===== src/rtl/csvt_pkg.sv =====
package csvt_pkg;

    localparam int CELL_BYTES = 256;

    localparam logic [1:0] MODE_START  = 2'd0;
    localparam logic [1:0] MODE_PLAIN  = 2'd1;
    localparam logic [1:0] MODE_QUOTED = 2'd2;
    localparam logic [1:0] MODE_QSEEN  = 2'd3;

    localparam logic KIND_CHAR = 1'b0;
    localparam logic KIND_END  = 1'b1;

    localparam logic [7:0] CH_NUL   = 8'h00;
    localparam logic [7:0] CH_TAB   = 8'h09;
    localparam logic [7:0] CH_LF    = 8'h0A;
    localparam logic [7:0] CH_CR    = 8'h0D;
    localparam logic [7:0] CH_SPACE = 8'h20;
    localparam logic [7:0] CH_QUOTE = 8'h22;
    localparam logic [7:0] CH_COMMA = 8'h2C;

    localparam int QUEUE_DEPTH = 4;
    localparam int QUEUE_AW    = $clog2(QUEUE_DEPTH);

    typedef struct packed {
        logic       kind;
        logic [7:0] char_out;
        logic [7:0] position;
        logic [7:0] trimmed_length;
        logic [7:0] column;
        logic       line_end;
        logic       last;
    } result_t;

    typedef struct packed {
        logic [1:0] mode;
        logic [7:0] raw_count;
        logic [7:0] out_pos;
        logic [7:0] trimmed_len;
        logic       seen_content;
        logic [7:0] column_index;
    } state_t;

    typedef struct packed {
        logic [QUEUE_AW:0] count;
        logic              room_for_two;
    } queue_status_t;

    function automatic logic is_space(logic [7:0] b);
        is_space = (b == CH_SPACE) || (b == CH_TAB) || (b == CH_CR) || (b == CH_LF);
    endfunction

    function automatic logic ends_line(logic [7:0] b);
        ends_line = (b == CH_NUL) || (b == CH_CR) || (b == CH_LF);
    endfunction

endpackage


===== src/rtl/csvt_byte_if.sv =====
interface csvt_byte_if;
    logic       valid;
    logic       ready;
    logic [7:0] data_byte;

    modport source (output valid, output data_byte, input ready);
    modport sink   (input valid, input data_byte, output ready);
endinterface


===== src/rtl/csvt_result_if.sv =====
interface csvt_result_if;
    logic       valid;
    logic       ready;
    logic       kind;
    logic [7:0] char_out;
    logic [7:0] position;
    logic [7:0] trimmed_length;
    logic [7:0] column;
    logic       line_end;
    logic       last;

    modport source (output valid, output kind, output char_out, output position,
                    output trimmed_length, output column, output line_end,
                    output last, input ready);
    modport sink   (input valid, input kind, input char_out, input position,
                    input trimmed_length, input column, input line_end,
                    input last, output ready);
endinterface


===== src/rtl/csvt_step.sv =====
module csvt_step (
    input  csvt_pkg::state_t  state,
    input  logic [7:0]        data_byte,
    output csvt_pkg::state_t  state_next,
    output logic              emit0,
    output logic              emit1,
    output csvt_pkg::result_t res0,
    output csvt_pkg::result_t res1
);
    import csvt_pkg::*;

    typedef struct packed {
        state_t  st;
        logic    emit;
        result_t res;
    } act_t;

    function automatic act_t no_action(state_t s);
        act_t a;
        a.st   = s;
        a.emit = 1'b0;
        a.res  = '0;
        no_action = a;
    endfunction

    // Keep a raw byte if the cell has room; emit it unless it is leading whitespace.
    function automatic act_t do_content(state_t s, logic [7:0] b);
        act_t       a;
        logic [8:0] raw_inc;
        a       = no_action(s);
        raw_inc = {1'b0, s.raw_count} + 9'd1;
        if (raw_inc < 9'(CELL_BYTES))
        begin
            a.st.raw_count = raw_inc[7:0];
            if (s.seen_content || !is_space(b))
            begin
                a.st.seen_content = 1'b1;
                a.emit            = 1'b1;
                a.res.kind        = KIND_CHAR;
                a.res.char_out    = b;
                a.res.position    = s.out_pos;
                a.res.column      = s.column_index;
                a.st.out_pos      = s.out_pos + 8'd1;
                if (!is_space(b))
                begin
                    a.st.trimmed_len = s.out_pos + 8'd1;
                end
            end
        end
        do_content = a;
    endfunction

    // Close the cell and clear the per-cell counters.
    function automatic act_t do_end(state_t s, logic lend);
        act_t a;
        a                    = no_action(s);
        a.emit               = 1'b1;
        a.res.kind           = KIND_END;
        a.res.trimmed_length = s.trimmed_len;
        a.res.column         = s.column_index;
        a.res.line_end       = lend;
        a.st.raw_count       = '0;
        a.st.out_pos         = '0;
        a.st.trimmed_len     = '0;
        a.st.seen_content    = 1'b0;
        a.st.mode            = MODE_START;
        if (lend)
        begin
            a.st.column_index = '0;
        end
        else if (s.column_index != 8'hFF)
        begin
            a.st.column_index = s.column_index + 8'd1;
        end
        do_end = a;
    endfunction

    act_t   a0;
    act_t   a1;
    state_t s_tmp;

    always_comb
    begin
        a0    = no_action(state);
        a1    = no_action(state);
        s_tmp = state;
        case (state.mode)
            MODE_START:
            begin
                if (data_byte == CH_QUOTE)
                begin
                    a0.st.mode = MODE_QUOTED;
                end
                else if (data_byte == CH_COMMA)
                begin
                    a0 = do_end(state, 1'b0);
                end
                else if (ends_line(data_byte))
                begin
                    a0 = do_end(state, 1'b1);
                end
                else
                begin
                    s_tmp.mode = MODE_PLAIN;
                    a0 = do_content(s_tmp, data_byte);
                end
                a1 = no_action(a0.st);
            end
            MODE_PLAIN:
            begin
                if (data_byte == CH_COMMA)
                begin
                    a0 = do_end(state, 1'b0);
                end
                else if (ends_line(data_byte))
                begin
                    a0 = do_end(state, 1'b1);
                end
                else
                begin
                    a0 = do_content(state, data_byte);
                end
                a1 = no_action(a0.st);
            end
            MODE_QUOTED:
            begin
                if (data_byte == CH_QUOTE)
                begin
                    a0.st.mode = MODE_QSEEN;
                end
                else if (data_byte == CH_NUL)
                begin
                    a0 = do_end(state, 1'b1);
                end
                else
                begin
                    a0 = do_content(state, data_byte);
                end
                a1 = no_action(a0.st);
            end
            default:
            begin
                if (data_byte == CH_QUOTE)
                begin
                    s_tmp.mode = MODE_QUOTED;
                    a0 = do_content(s_tmp, data_byte);
                    a1 = no_action(a0.st);
                end
                else if (data_byte == CH_COMMA)
                begin
                    a0 = do_end(state, 1'b0);
                    a1 = no_action(a0.st);
                end
                else if (ends_line(data_byte))
                begin
                    a0 = do_end(state, 1'b1);
                    a1 = no_action(a0.st);
                end
                else
                begin
                    // Byte after a closing quote: end the cell, then start a plain one.
                    a0         = do_end(state, 1'b0);
                    s_tmp      = a0.st;
                    s_tmp.mode = MODE_PLAIN;
                    a1         = do_content(s_tmp, data_byte);
                end
            end
        endcase
    end

    always_comb
    begin
        state_next = a1.st;
        emit0      = a0.emit;
        emit1      = a1.emit;
        res0       = a0.res;
        res0.last  = !a1.emit;
        res1       = a1.res;
        res1.last  = 1'b1;
    end

endmodule


===== src/rtl/csvt_out_queue.sv =====
module csvt_out_queue (
    input  logic                    clk,
    input  logic                    rst_n,
    input  logic                    push0,
    input  logic                    push1,
    input  csvt_pkg::result_t       data0,
    input  csvt_pkg::result_t       data1,
    output csvt_pkg::queue_status_t status,
    csvt_result_if.source           tokens
);
    import csvt_pkg::*;

    result_t           entry_reg [QUEUE_DEPTH];
    logic [QUEUE_AW-1:0] wr_ptr_reg;
    logic [QUEUE_AW-1:0] wr_ptr_next;
    logic [QUEUE_AW-1:0] rd_ptr_reg;
    logic [QUEUE_AW-1:0] rd_ptr_next;
    logic [QUEUE_AW:0]   count_reg;
    logic [QUEUE_AW:0]   count_next;
    logic                pop;
    logic [QUEUE_AW-1:0] wr_ptr_plus1;
    logic [QUEUE_AW:0]   push_num;
    result_t             head;

    assign pop          = tokens.valid && tokens.ready;
    assign wr_ptr_plus1 = wr_ptr_reg + 1'b1;
    assign push_num     = (QUEUE_AW + 1)'(push0) + (QUEUE_AW + 1)'(push1);

    always_comb
    begin
        wr_ptr_next = wr_ptr_reg + push_num[QUEUE_AW-1:0];
        rd_ptr_next = pop ? rd_ptr_reg + 1'b1 : rd_ptr_reg;
        count_next  = count_reg + push_num - (QUEUE_AW + 1)'(pop);
    end

    always_ff @(posedge clk or negedge rst_n)
    begin
        if (!rst_n)
        begin
            wr_ptr_reg <= '0;
            rd_ptr_reg <= '0;
            count_reg  <= '0;
        end
        else
        begin
            wr_ptr_reg <= wr_ptr_next;
            rd_ptr_reg <= rd_ptr_next;
            count_reg  <= count_next;
        end
    end

    always_ff @(posedge clk)
    begin
        if (push0)
        begin
            entry_reg[wr_ptr_reg] <= data0;
        end
        if (push1)
        begin
            entry_reg[wr_ptr_plus1] <= data1;
        end
    end

    assign head = entry_reg[rd_ptr_reg];

    assign status.count        = count_reg;
    assign status.room_for_two = (count_reg <= (QUEUE_AW + 1)'(QUEUE_DEPTH - 2));

    assign tokens.valid          = (count_reg != '0);
    assign tokens.kind           = head.kind;
    assign tokens.char_out       = head.char_out;
    assign tokens.position       = head.position;
    assign tokens.trimmed_length = head.trimmed_length;
    assign tokens.column         = head.column;
    assign tokens.line_end       = head.line_end;
    assign tokens.last           = head.last;

endmodule


===== src/rtl/csv_cell_tokenizer_core.sv =====
// A byte accepted into the input register is parsed and written to the result queue once
//   the queue has room for both possible results; its first result can then be taken.
// Throughput: one byte per cycle while at most two results wait in the four-entry queue;
//   hold the input register when more are waiting. A byte that gives two results (cell end
//   plus content after a closing quote) leaves them in turn on the single result port.
// Reset (rst_n, async, active low): parser returns to cell start at column 0, queue empties.
module csv_cell_tokenizer_core (
    input  logic          clk,
    input  logic          rst_n,
    csvt_byte_if.sink     text,
    csvt_result_if.source tokens
);
    import csvt_pkg::*;

    // Input register: one byte waiting for the parser.
    logic          in_valid_reg;
    logic [7:0]    in_byte_reg;

    // Parser state across bytes.
    state_t        state_reg;
    state_t        state_next;

    logic          emit0;
    logic          emit1;
    result_t       res0;
    result_t       res1;
    logic          advance;
    queue_status_t q_status;

    // Advance the held byte only when the queue can take both of its possible results.
    assign advance    = in_valid_reg && q_status.room_for_two;
    assign text.ready = !in_valid_reg || advance;

    always_ff @(posedge clk or negedge rst_n)
    begin
        if (!rst_n)
        begin
            in_valid_reg <= 1'b0;
        end
        else if (text.ready)
        begin
            in_valid_reg <= text.valid;
        end
    end

    // Payload register: hold while stalled.
    always_ff @(posedge clk)
    begin
        if (text.valid && text.ready)
        begin
            in_byte_reg <= text.data_byte;
        end
    end

    always_ff @(posedge clk or negedge rst_n)
    begin
        if (!rst_n)
        begin
            state_reg <= '{mode: MODE_START, raw_count: 8'd0, out_pos: 8'd0,
                           trimmed_len: 8'd0, seen_content: 1'b0, column_index: 8'd0};
        end
        else if (advance)
        begin
            state_reg <= state_next;
        end
    end

    // Per-byte parse: quoting modes, cell limits, trim tracking, column count.
    csvt_step u_step (
        .state      (state_reg),
        .data_byte  (in_byte_reg),
        .state_next (state_next),
        .emit0      (emit0),
        .emit1      (emit1),
        .res0       (res0),
        .res1       (res1)
    );

    // Result queue decouples parsing from a stalled consumer.
    csvt_out_queue u_queue (
        .clk    (clk),
        .rst_n  (rst_n),
        .push0  (advance && emit0),
        .push1  (advance && emit1),
        .data0  (res0),
        .data1  (res1),
        .status (q_status),
        .tokens (tokens)
    );

    // A second result only ever follows a first one from the same byte.
    assert property (@(posedge clk) disable iff (!rst_n) emit1 |-> emit0)
        else $error("second result without first");

    // Queue never overfills.
    assert property (@(posedge clk) disable iff (!rst_n)
        q_status.count <= (QUEUE_AW + 1)'(QUEUE_DEPTH))
        else $error("result queue overflow");

    // At cell start no per-cell counts remain.
    assert property (@(posedge clk) disable iff (!rst_n)
        (state_reg.mode == MODE_START) |-> (state_reg.raw_count == 8'd0 &&
            state_reg.out_pos == 8'd0 && !state_reg.seen_content))
        else $error("stale cell counters at cell start");

    // Trimmed length never runs past the emitted length.
    assert property (@(posedge clk) disable iff (!rst_n)
        state_reg.trimmed_len <= state_reg.out_pos)
        else $error("trimmed length exceeds cell length");

endmodule

===== src/flat_wrapper.sv =====
// flat-port wrapper written by rule: the top's interface ports become plain ports
module csv_cell_tokenizer_core_flat import csvt_pkg::*;
  (clk, rst_n, text_valid, text_data_byte, text_ready, tokens_valid, tokens_kind, tokens_char_out, tokens_position, tokens_trimmed_length, tokens_column, tokens_line_end, tokens_last, tokens_ready);
  csvt_byte_if text_i ();
  csvt_result_if tokens_i ();
  input  logic clk;
  input  logic rst_n;
  input wire logic [$bits(text_i.valid)-1:0] text_valid;
  input wire logic [$bits(text_i.data_byte)-1:0] text_data_byte;
  output wire logic [$bits(text_i.ready)-1:0] text_ready;
  output wire logic [$bits(tokens_i.valid)-1:0] tokens_valid;
  output wire logic [$bits(tokens_i.kind)-1:0] tokens_kind;
  output wire logic [$bits(tokens_i.char_out)-1:0] tokens_char_out;
  output wire logic [$bits(tokens_i.position)-1:0] tokens_position;
  output wire logic [$bits(tokens_i.trimmed_length)-1:0] tokens_trimmed_length;
  output wire logic [$bits(tokens_i.column)-1:0] tokens_column;
  output wire logic [$bits(tokens_i.line_end)-1:0] tokens_line_end;
  output wire logic [$bits(tokens_i.last)-1:0] tokens_last;
  input wire logic [$bits(tokens_i.ready)-1:0] tokens_ready;
  assign text_i.valid = text_valid;
  assign text_i.data_byte = text_data_byte;
  assign text_ready = text_i.ready;
  assign tokens_valid = tokens_i.valid;
  assign tokens_kind = tokens_i.kind;
  assign tokens_char_out = tokens_i.char_out;
  assign tokens_position = tokens_i.position;
  assign tokens_trimmed_length = tokens_i.trimmed_length;
  assign tokens_column = tokens_i.column;
  assign tokens_line_end = tokens_i.line_end;
  assign tokens_last = tokens_i.last;
  assign tokens_i.ready = tokens_ready;
  csv_cell_tokenizer_core u_core (.clk(clk), .rst_n(rst_n), .text(text_i), .tokens(tokens_i));
endmodule

===== config.mk =====
export PLATFORM = sky130hd
export DESIGN_NAME = csv_cell_tokenizer_core_flat
export DESIGN_NICKNAME = d
export VERILOG_FILES = /design/src/rtl/csvt_pkg.sv /design/src/rtl/csvt_byte_if.sv /design/src/rtl/csvt_result_if.sv /design/src/rtl/csvt_step.sv /design/src/rtl/csvt_out_queue.sv /design/src/rtl/csv_cell_tokenizer_core.sv /design/src/flat_wrapper.sv
export SDC_FILE = /design/constraint.sdc
export NUM_CORES = 1
export LEC_CHECK = 0
export CORE_AREA = 2 2 193 148
export CTS_BUF_LIST = sky130_fd_sc_hd__clkbuf_8
export CTS_CLUSTER_DIAMETER = 200
export DETAILED_ROUTE_END_ITERATION = 8
export DIE_AREA = 0 0 195 150
export DONT_BUFFER_PORTS = 1
export GPL_TIMING_DRIVEN = 0
export MAX_ROUTING_LAYER = met4
export PLACE_DENSITY_LB_ADDON = 0.1
export SKIP_CTS_REPAIR_TIMING = 1
export SLEW_MARGIN = 20
export SYNTH_ARGS = -nofsm -noshare
export SYNTH_HDL_FRONTEND = slang
export SYNTH_SLANG_ARGS = --single-unit

===== constraint.sdc =====
create_clock -name clk -period 5.8 [get_ports clk]
set_input_delay 0.29 -clock clk [delete_from_list [all_inputs] [get_ports clk]]
set_output_delay 0.29 -clock clk [all_outputs]
set_load 0.1 [all_outputs]

==> results of run 1 <==
[worst paths after layout]
| check | start | endpoint | slack [ns] |
|---|---|---|---|
| setup / recovery | u_core.u_queue.rd_ptr_reg[0]$_DFFE_PN0P_ | tokens_line_end | 1.82 |
| hold / removal | tokens_ready | u_core.u_queue.rd_ptr_reg[0]$_DFFE_PN0P_ | 0.23 |
| setup reg to reg | u_core.in_byte_reg[7]$_DFFE_PP_ | u_core.u_queue.count_reg[2]$_DFF_PN0_ | 1.91 |
| hold reg to reg | u_core.u_queue.entry_reg[1][13]$_SDFFE_PP0P_ | u_core.u_queue.entry_reg[1][13]$_SDFFE_PP0P_ | 0.46 |
| max in group asynchronous | rst_n | u_core.state_reg[25]$_DFFE_PN0P_ | 5.25 |
| min in group asynchronous | rst_n | u_core.state_reg[13]$_DFFE_PN0P_ | 0.32 |
[cell usage after synthesis (all sizes together), types with 24 or more instances]
cell      n  share of area
mux2i    84          0.089
mux4     35          0.084
buf      27          0.022
dfxtp    76           0.16
nand2   121          0.048
dfrtp    43           0.11
nand3    24          0.013
nor2     44          0.019
nor2b    30          0.027
clkbuf   29          0.012
a21oi    28          0.015
edfxtp   72           0.23
o21ai    28          0.016
[worst reg2reg max path, stage by stage, from the launching register on]
cell and delay, ns:
edfxtp_1 0.49, nor3_1 0.66, a21boi_1 0.14, o221a_2 0.36
a211oi_2 0.43, nor2_1 0.10, ha_1 0.35, inv_1 0.06
ha_1 0.27, inv_1 0.04, ha_1 0.19, fa_1 0.37
xnor2_1 0.21, xnor2_1 0.14
[kinds of logic after synthesis]
group | after synthesis | share of synthesized area
flops | 191 | 0.505
simple gates | 296 | 0.163
buf+inv | 71 | 0.0398
mux | 119 | 0.173
fa+ha+maj | 11 | 0.0151
compound gates | 104 | 0.0824
xor+xnor | 23 | 0.0214
[metal layers]
metal,GRT usage,part of all wire
met5,-,0
met4,0.0489,0.010
met3,0.0336,0.040
met2,0.282,0.45
met1,0.257,0.50
[layout make-up]
class / count / area share
flip-flops and latches: 191 / 0.456
multi-input cells: 553 / 0.411
well taps: 357 / 0.0428
plain buffers: 56 / 0.0306
clock buffers: 19 / 0.0251
clock inverters: 12 / 0.0165
repair buffers: 11 / 0.0122
inverters: 15 / 0.00540
[per-stage QoR]
stage	setup slack (ns)	power, mW	utilization	hold slack [ns]
final	1.82	5.29	0.380	0.234
after CTS	1.55	5.33	0.375	-0.546
after global routing	1.45	5.54	0.380	0.225
after detailed placement	1.95	4.35	0.360	-0.00128
after global placement	1.97	4.29	0.360	-0.00108
after floorplan	2.42	3.90	-	-0.00559
[power groups by stage]
stage                     Combinational (mW)  Clock (mW)  Sequential [mW]
after floorplan                         2.07           0             1.82
after global routing                    2.61        1.06             1.88
final                                   2.47       0.978             1.85
after CTS                               2.48        1.01             1.85
after global placement                  2.43           0             1.86
after detailed placement                2.48           0             1.88
==> reports/metrics.yaml, run 1 <==
worstPathRequired_ns: 5.51
clockBufferDepth: 2
synth_edf_count: 72
grt_usage: 0.186
cts_buffers: 17
peakVddDrop_v: 0.000192
dp_hpwl_um: 17700
syn_avg_cell_area_um2: 11.6
slowest_stage: "clkbuf_1"
synthArstFlopShare: 0.225
p_clk_frac: 0.185
status: "finished, final reports clean"
final_cells: 1214
layout.area.seq_mm2: 0.00476
path_cells: "clkbuf_1 > clkbuf_1 > clkbuf_1 > mux4_2"
ios: 49
synth_cells: 815
port_buffers: 0
post-route-period-util: 0.686
switchingPower_mw: 2.47
critPathLaunchType: "register"
rsz0062_at_grt: "false"
grt_pass1_wl_um: 39300
layout_commonest_cell: "nand2_1"
row_count: 53
fillers: 2673
initial_core_util: 0.343
grt_pass1_vias: 6638
die_width_um: 195
grt_overflow_total: 0
vias_per_cell: 5.40
relSlewSlack: 0.279
multi_input_area_mm2: 0.00429
yosysWarnings: 0
drc_errors: 0
crit_path_frequent_cell: "clkbuf_1"
fin_crit_ns: 3.98
cts-root-buf: "clkbuf_8"
netSwitchingFraction: 0.467
seq_power_share: 0.349
fp.coreArea_mm2: 0.0275
p_leak_nw: 4.20
largest_reg_flops: 140
die-area_mm2: 0.0293
critPathTopFamily: "buffers and inverters"
diodes: 0
antenna_found_initial: 0
power_frac_comb: 0.467
whs_path_depth: 2
path_clk_slew_ns: 0.10
path_buf_inv: 3
tritoncts: "built"
critPathKind: "reg2out"
cp_data_arrival_time_ns: 3.69
synth_cell_types: 67
synth-seq-area-share: 0.505
internal-power_mw: 2.82
worst_skew_pair.late_latency_ns: 0.48
ys.flop_type: "dfxtp_1"
netlist_area_mm2: 0.00943
clkSinkCount: 191
fin_tns_setup_ns: 0
skew_ns: 0.0195
final_nets: 867
die_h_um: 150
hp-class: "in2reg"
reg2reg_depth: 13
num_vias: 6551
syn_nets: 837
area_delta_synth_final_pct: 10.7
hold_violations: 0
crit_fanout: 10
h-tree-depth: 4
grt_max_degree: 44
placed_area_mm2: 0.00987
power.density_mw_per_mm2: 507
synth-seq-cells: 191
first_pass_iters: 5
finalWeightedCongestion: 0.819
drt_iter0_markers: 555
wl_per_cell_um: 20.9
postLayoutCellArea_mm2: 0.0104
routed_wl_um: 25400
dp_cells: 1172
cp.depth: 4
critPathMaxStageDelay_ns: 0.74
final_cell_mix: "120 x nand2_1, 84 x mux2i_1, 76 x dfxtp_1"
cap_violations: 0
slew_violations: 0
setup_violations: 0
tightestPinTransition_ns: 1.08
drive_above_1_share: 0.166
ant_nets: 0
fmax_mhz: 251
crit_path_end_kind: "output pin"
Note: power is estimated with default switching activity, not from simulation.
==> run 2: changes to the inputs <==
--- a/config.mk
+++ b/config.mk
@@ -5,11 +5,12 @@
 export SDC_FILE = /design/constraint.sdc
 export NUM_CORES = 1
 export LEC_CHECK = 0
-export CORE_AREA = 2 2 193 148
+export ABC_AREA = 1
+export CORE_AREA = 2 2 199 152
 export CTS_BUF_LIST = sky130_fd_sc_hd__clkbuf_8
 export CTS_CLUSTER_DIAMETER = 200
 export DETAILED_ROUTE_END_ITERATION = 8
-export DIE_AREA = 0 0 195 150
+export DIE_AREA = 0 0 201 154
 export DONT_BUFFER_PORTS = 1
 export GPL_TIMING_DRIVEN = 0
 export MAX_ROUTING_LAYER = met4
==> constraint.sdc (replaced) <==
create_clock -name clk -period 3.5 [get_ports clk]
set_input_delay 0.175 -clock clk [delete_from_list [all_inputs] [get_ports clk]]
set_output_delay 0.175 -clock clk [all_outputs]
set_load 0.1 [all_outputs]
==> run 2 against run 1 <==
  * Area after synthesis increased by 6.6%
  * Highest routed layer unchanged
  * First-iteration DRC count increased by 28%
  * Wire length is 30% higher
==> reports/metrics.yaml, run 2 <==
syn_avg_cell_area_um2: 8.25  # was 11.6 um2
routed_wl_um: 33000  # was 25400 um
synth.top_cell.area_share: 0.215  # was 0.229
post-route-period-util: 0.959
fin_ws_ns: 0.142  # was 1.82 ns
area_delta_synth_final_pct: 13.7  # was 10.7%
yosysWarnings: 0  # unchanged
placed_area_mm2: 0.0108  # was 0.00987 mm2
antenna_found_initial: 2  # was 0
reg2reg_depth: 19  # was 13
post-place-ws_ns: -0.195  # was 1.95 ns
wl_per_cell_um: 19.9  # was 20.9 um
r2r-end: "u_core.u_queue.count_reg[2]$_DFF_PN0_"  # unchanged
cts-root-buf: "clkbuf_8"  # unchanged
synth-seq-area-share: 0.474  # was 0.505
r2r-start: "u_core.in_byte_reg[4]$_DFFE_PP_"  # was u_core.in_byte_reg[7]$_DFFE_PP_
synth_top_family_by_area: "simple AND/OR/NAND/NOR gates"  # was multiplexers
synth-seq-cells: 191  # unchanged
synth-simple-area-share: 0.297  # was 0.163
utilization: 0.396  # was 0.380
first_pass_iters: 5  # unchanged
crit_fanout: 10  # unchanged
fp.coreArea_mm2: 0.0289  # was 0.0275 mm2
critPathLaunchType: "register"  # unchanged
yosys.area.top_type: "edfxtp_1"  # unchanged
worst_skew_pair.late_latency_ns: 0.51  # was 0.48 ns
die_h_um: 154  # was 150 um
status: "finished, final reports clean"  # unchanged
path_clk_slew_ns: 0.11  # was 0.10 ns
synth_area_leaders: "edfxtp_1 22%, dfxtp_1 15%, nand3_1 11%"  # was edfxtp_1 23%, dfxtp_1 16%, dfrtp_1 11%
tightestPinTransition_ns: 1.18  # was 1.08 ns
synth_cells: 1217  # was 815
critPathKind: "reg2out"  # unchanged
grt_usage: 0.224  # was 0.186
worst_hold_slack_ns: 0.0970  # was 0.234 ns
cp_data_arrival_time_ns: 3.18  # was 3.69 ns
syn_nets: 1239  # was 837
drc_errors: 0  # unchanged
drt_iter0_markers: 713  # was 555
synth_compound_area_frac: 0.119  # was 0.0824
layout_commonest_cell: "nand3_1"  # was nand2_1
hp-class: "in2reg"  # unchanged
grt_max_degree: 44  # unchanged
initial_core_util: 0.348  # was 0.343
dp_hpwl_um: 23800  # was 17700 um
die-area_mm2: 0.0310  # was 0.0293 mm2
cts_buffers: 17  # unchanged
num_vias: 8684  # was 6551
ys.flop_type: "dfxtp_1"  # unchanged
largest_reg_flops: 140  # unchanged
drive_above_1_share: 0.158  # was 0.166
yosysMostFrequentCell: "nand3_1"  # was nand2_1
clockBufferDepth: 2  # unchanged
cap_violations: 0  # unchanged
final_nets: 1274  # was 867
finalWeightedCongestion: 0.893  # was 0.819
slew_violations: 0  # unchanged
die_width_um: 201  # was 195 um
grt_pass1_vias: 8279  # was 6638
vias_per_cell: 5.23  # was 5.40
row_count: 54  # was 53
fmax_mhz: 298
skew_ns: 0.0260  # was 0.0195 ns
crit_path_end_kind: "output pin"  # unchanged
synthArstFlopShare: 0.225  # unchanged
crit_start: "u_core.u_queue.rd_ptr_reg[1]$_DFFE_PN0P_"  # was u_core.u_queue.rd_ptr_reg[0]$_DFFE_PN0P_
postLayoutCellArea_mm2: 0.0114  # was 0.0104 mm2
synthXorXnorAreaFrac: 0.0148  # was 0.0214
muxShareOfSynthArea: 0.00199  # was 0.173
relSlewSlack: 0.215  # was 0.279
synthAdderAreaFrac: 0.0132  # was 0.0151
port_buffers: 0  # unchanged
hold_violations: 0  # unchanged
ios: 49  # unchanged
final_cell_mix: "224 x nand3_1, 174 x nand2_1, 144 x nor2_1"  # was 120 x nand2_1, 84 x mux2i_1, 76 x dfxtp_1
fin_crit_ns: 3.36
synth_cell_types: 43  # was 67
grt_pass1_wl_um: 51100  # was 39300 um
synth_edf_count: 72  # unchanged
h-tree-depth: 4  # unchanged
ant_nets: 0  # unchanged
reg2reg_slack_ns: 0.16  # was 1.91 ns
tritoncts: "built"  # unchanged
netlist_area_mm2: 0.0100  # was 0.00943 mm2
synth_commonest_cells: "225 x nand3_1, 176 x nand2_1, 147 x nor2_1"  # was 120 x nand2_1, 84 x mux2i_1, 76 x dfxtp_1
cp-endpoint: "tokens_char_out[5]"  # was tokens_line_end
setup_violations: 0  # unchanged
grt_overflow_total: 0  # unchanged
clkSinkCount: 191  # unchanged
worstPathRequired_ns: 3.32  # was 5.51 ns
run 2: layer usage:
metal | global-route usage | part of all wire | up-vias
met1 | 0.331 | 0.51 | 4171
li1 | - | - | 4231
met5 | - | 0 | -
met3 | 0.0487 | 0.063 | 29
met2 | 0.311 | 0.41 | 253
met4 | 0.0462 | 0.012 | 0
run 2: worst min-delay path by stage:
stage,start,endpoint,depth (start not counted)
floorplan,rst_n,u_core.in_valid_reg$_DFFE_PN0N_,0
global placement,rst_n,u_core.state_reg[14]$_DFFE_PN0P_,0
detailed placement,rst_n,u_core.state_reg[14]$_DFFE_PN0P_,0
CTS,rst_n,u_core.state_reg[7]$_DFFE_PN0P_,0
global route,tokens_ready,u_core.u_queue.rd_ptr_reg[0]$_DFFE_PN0P_,3
finish,tokens_ready,u_core.u_queue.rd_ptr_reg[0]$_DFFE_PN0P_,3
run 2: logic make-up (layout without fill, tap and decap cells):
kind of cell,Yosys count,after routing
compound gates,211,211
simple gates,622,622
buf+inv,164,212
fa+ha+maj,10,10
flops,191,191
other cells,0,2
mux,2,2
xor+xnor,17,17
run 2: layout make-up:
type	instances	area [um2]
inverters	81	304
repair buffers	17	173
clock inverters	13	116
flip-flops and latches	191	4760
multi-input cells	862	4810
well taps	392	490
diodes	2	5.00
fillers	3004	17400
plain buffers	82	499
clock buffers	19	262
run 2: metrics by stage:
stage / setup TNS (ns) / std cells
after detailed placement: -0.326 / 1609
after floorplan: 0 / 1217
after global routing: -0.00485 / 1659
after CTS: -0.350 / 1641
after global placement: -0.520 / 1609
final: 0 / 1659
run 2: worst max-delay path, cell delays in order, from the launching register on:
cell and delay (ns):
dfrtp_1 0.38, clkbuf_1 0.25, inv_1 0.31, clkbuf_1 0.63, o21ai_0 0.24, o22ai_2 0.87
Power of run 2 is not shown: default switching activity piles up to over one toggle a cycle in this logic, so the estimate is an artifact.
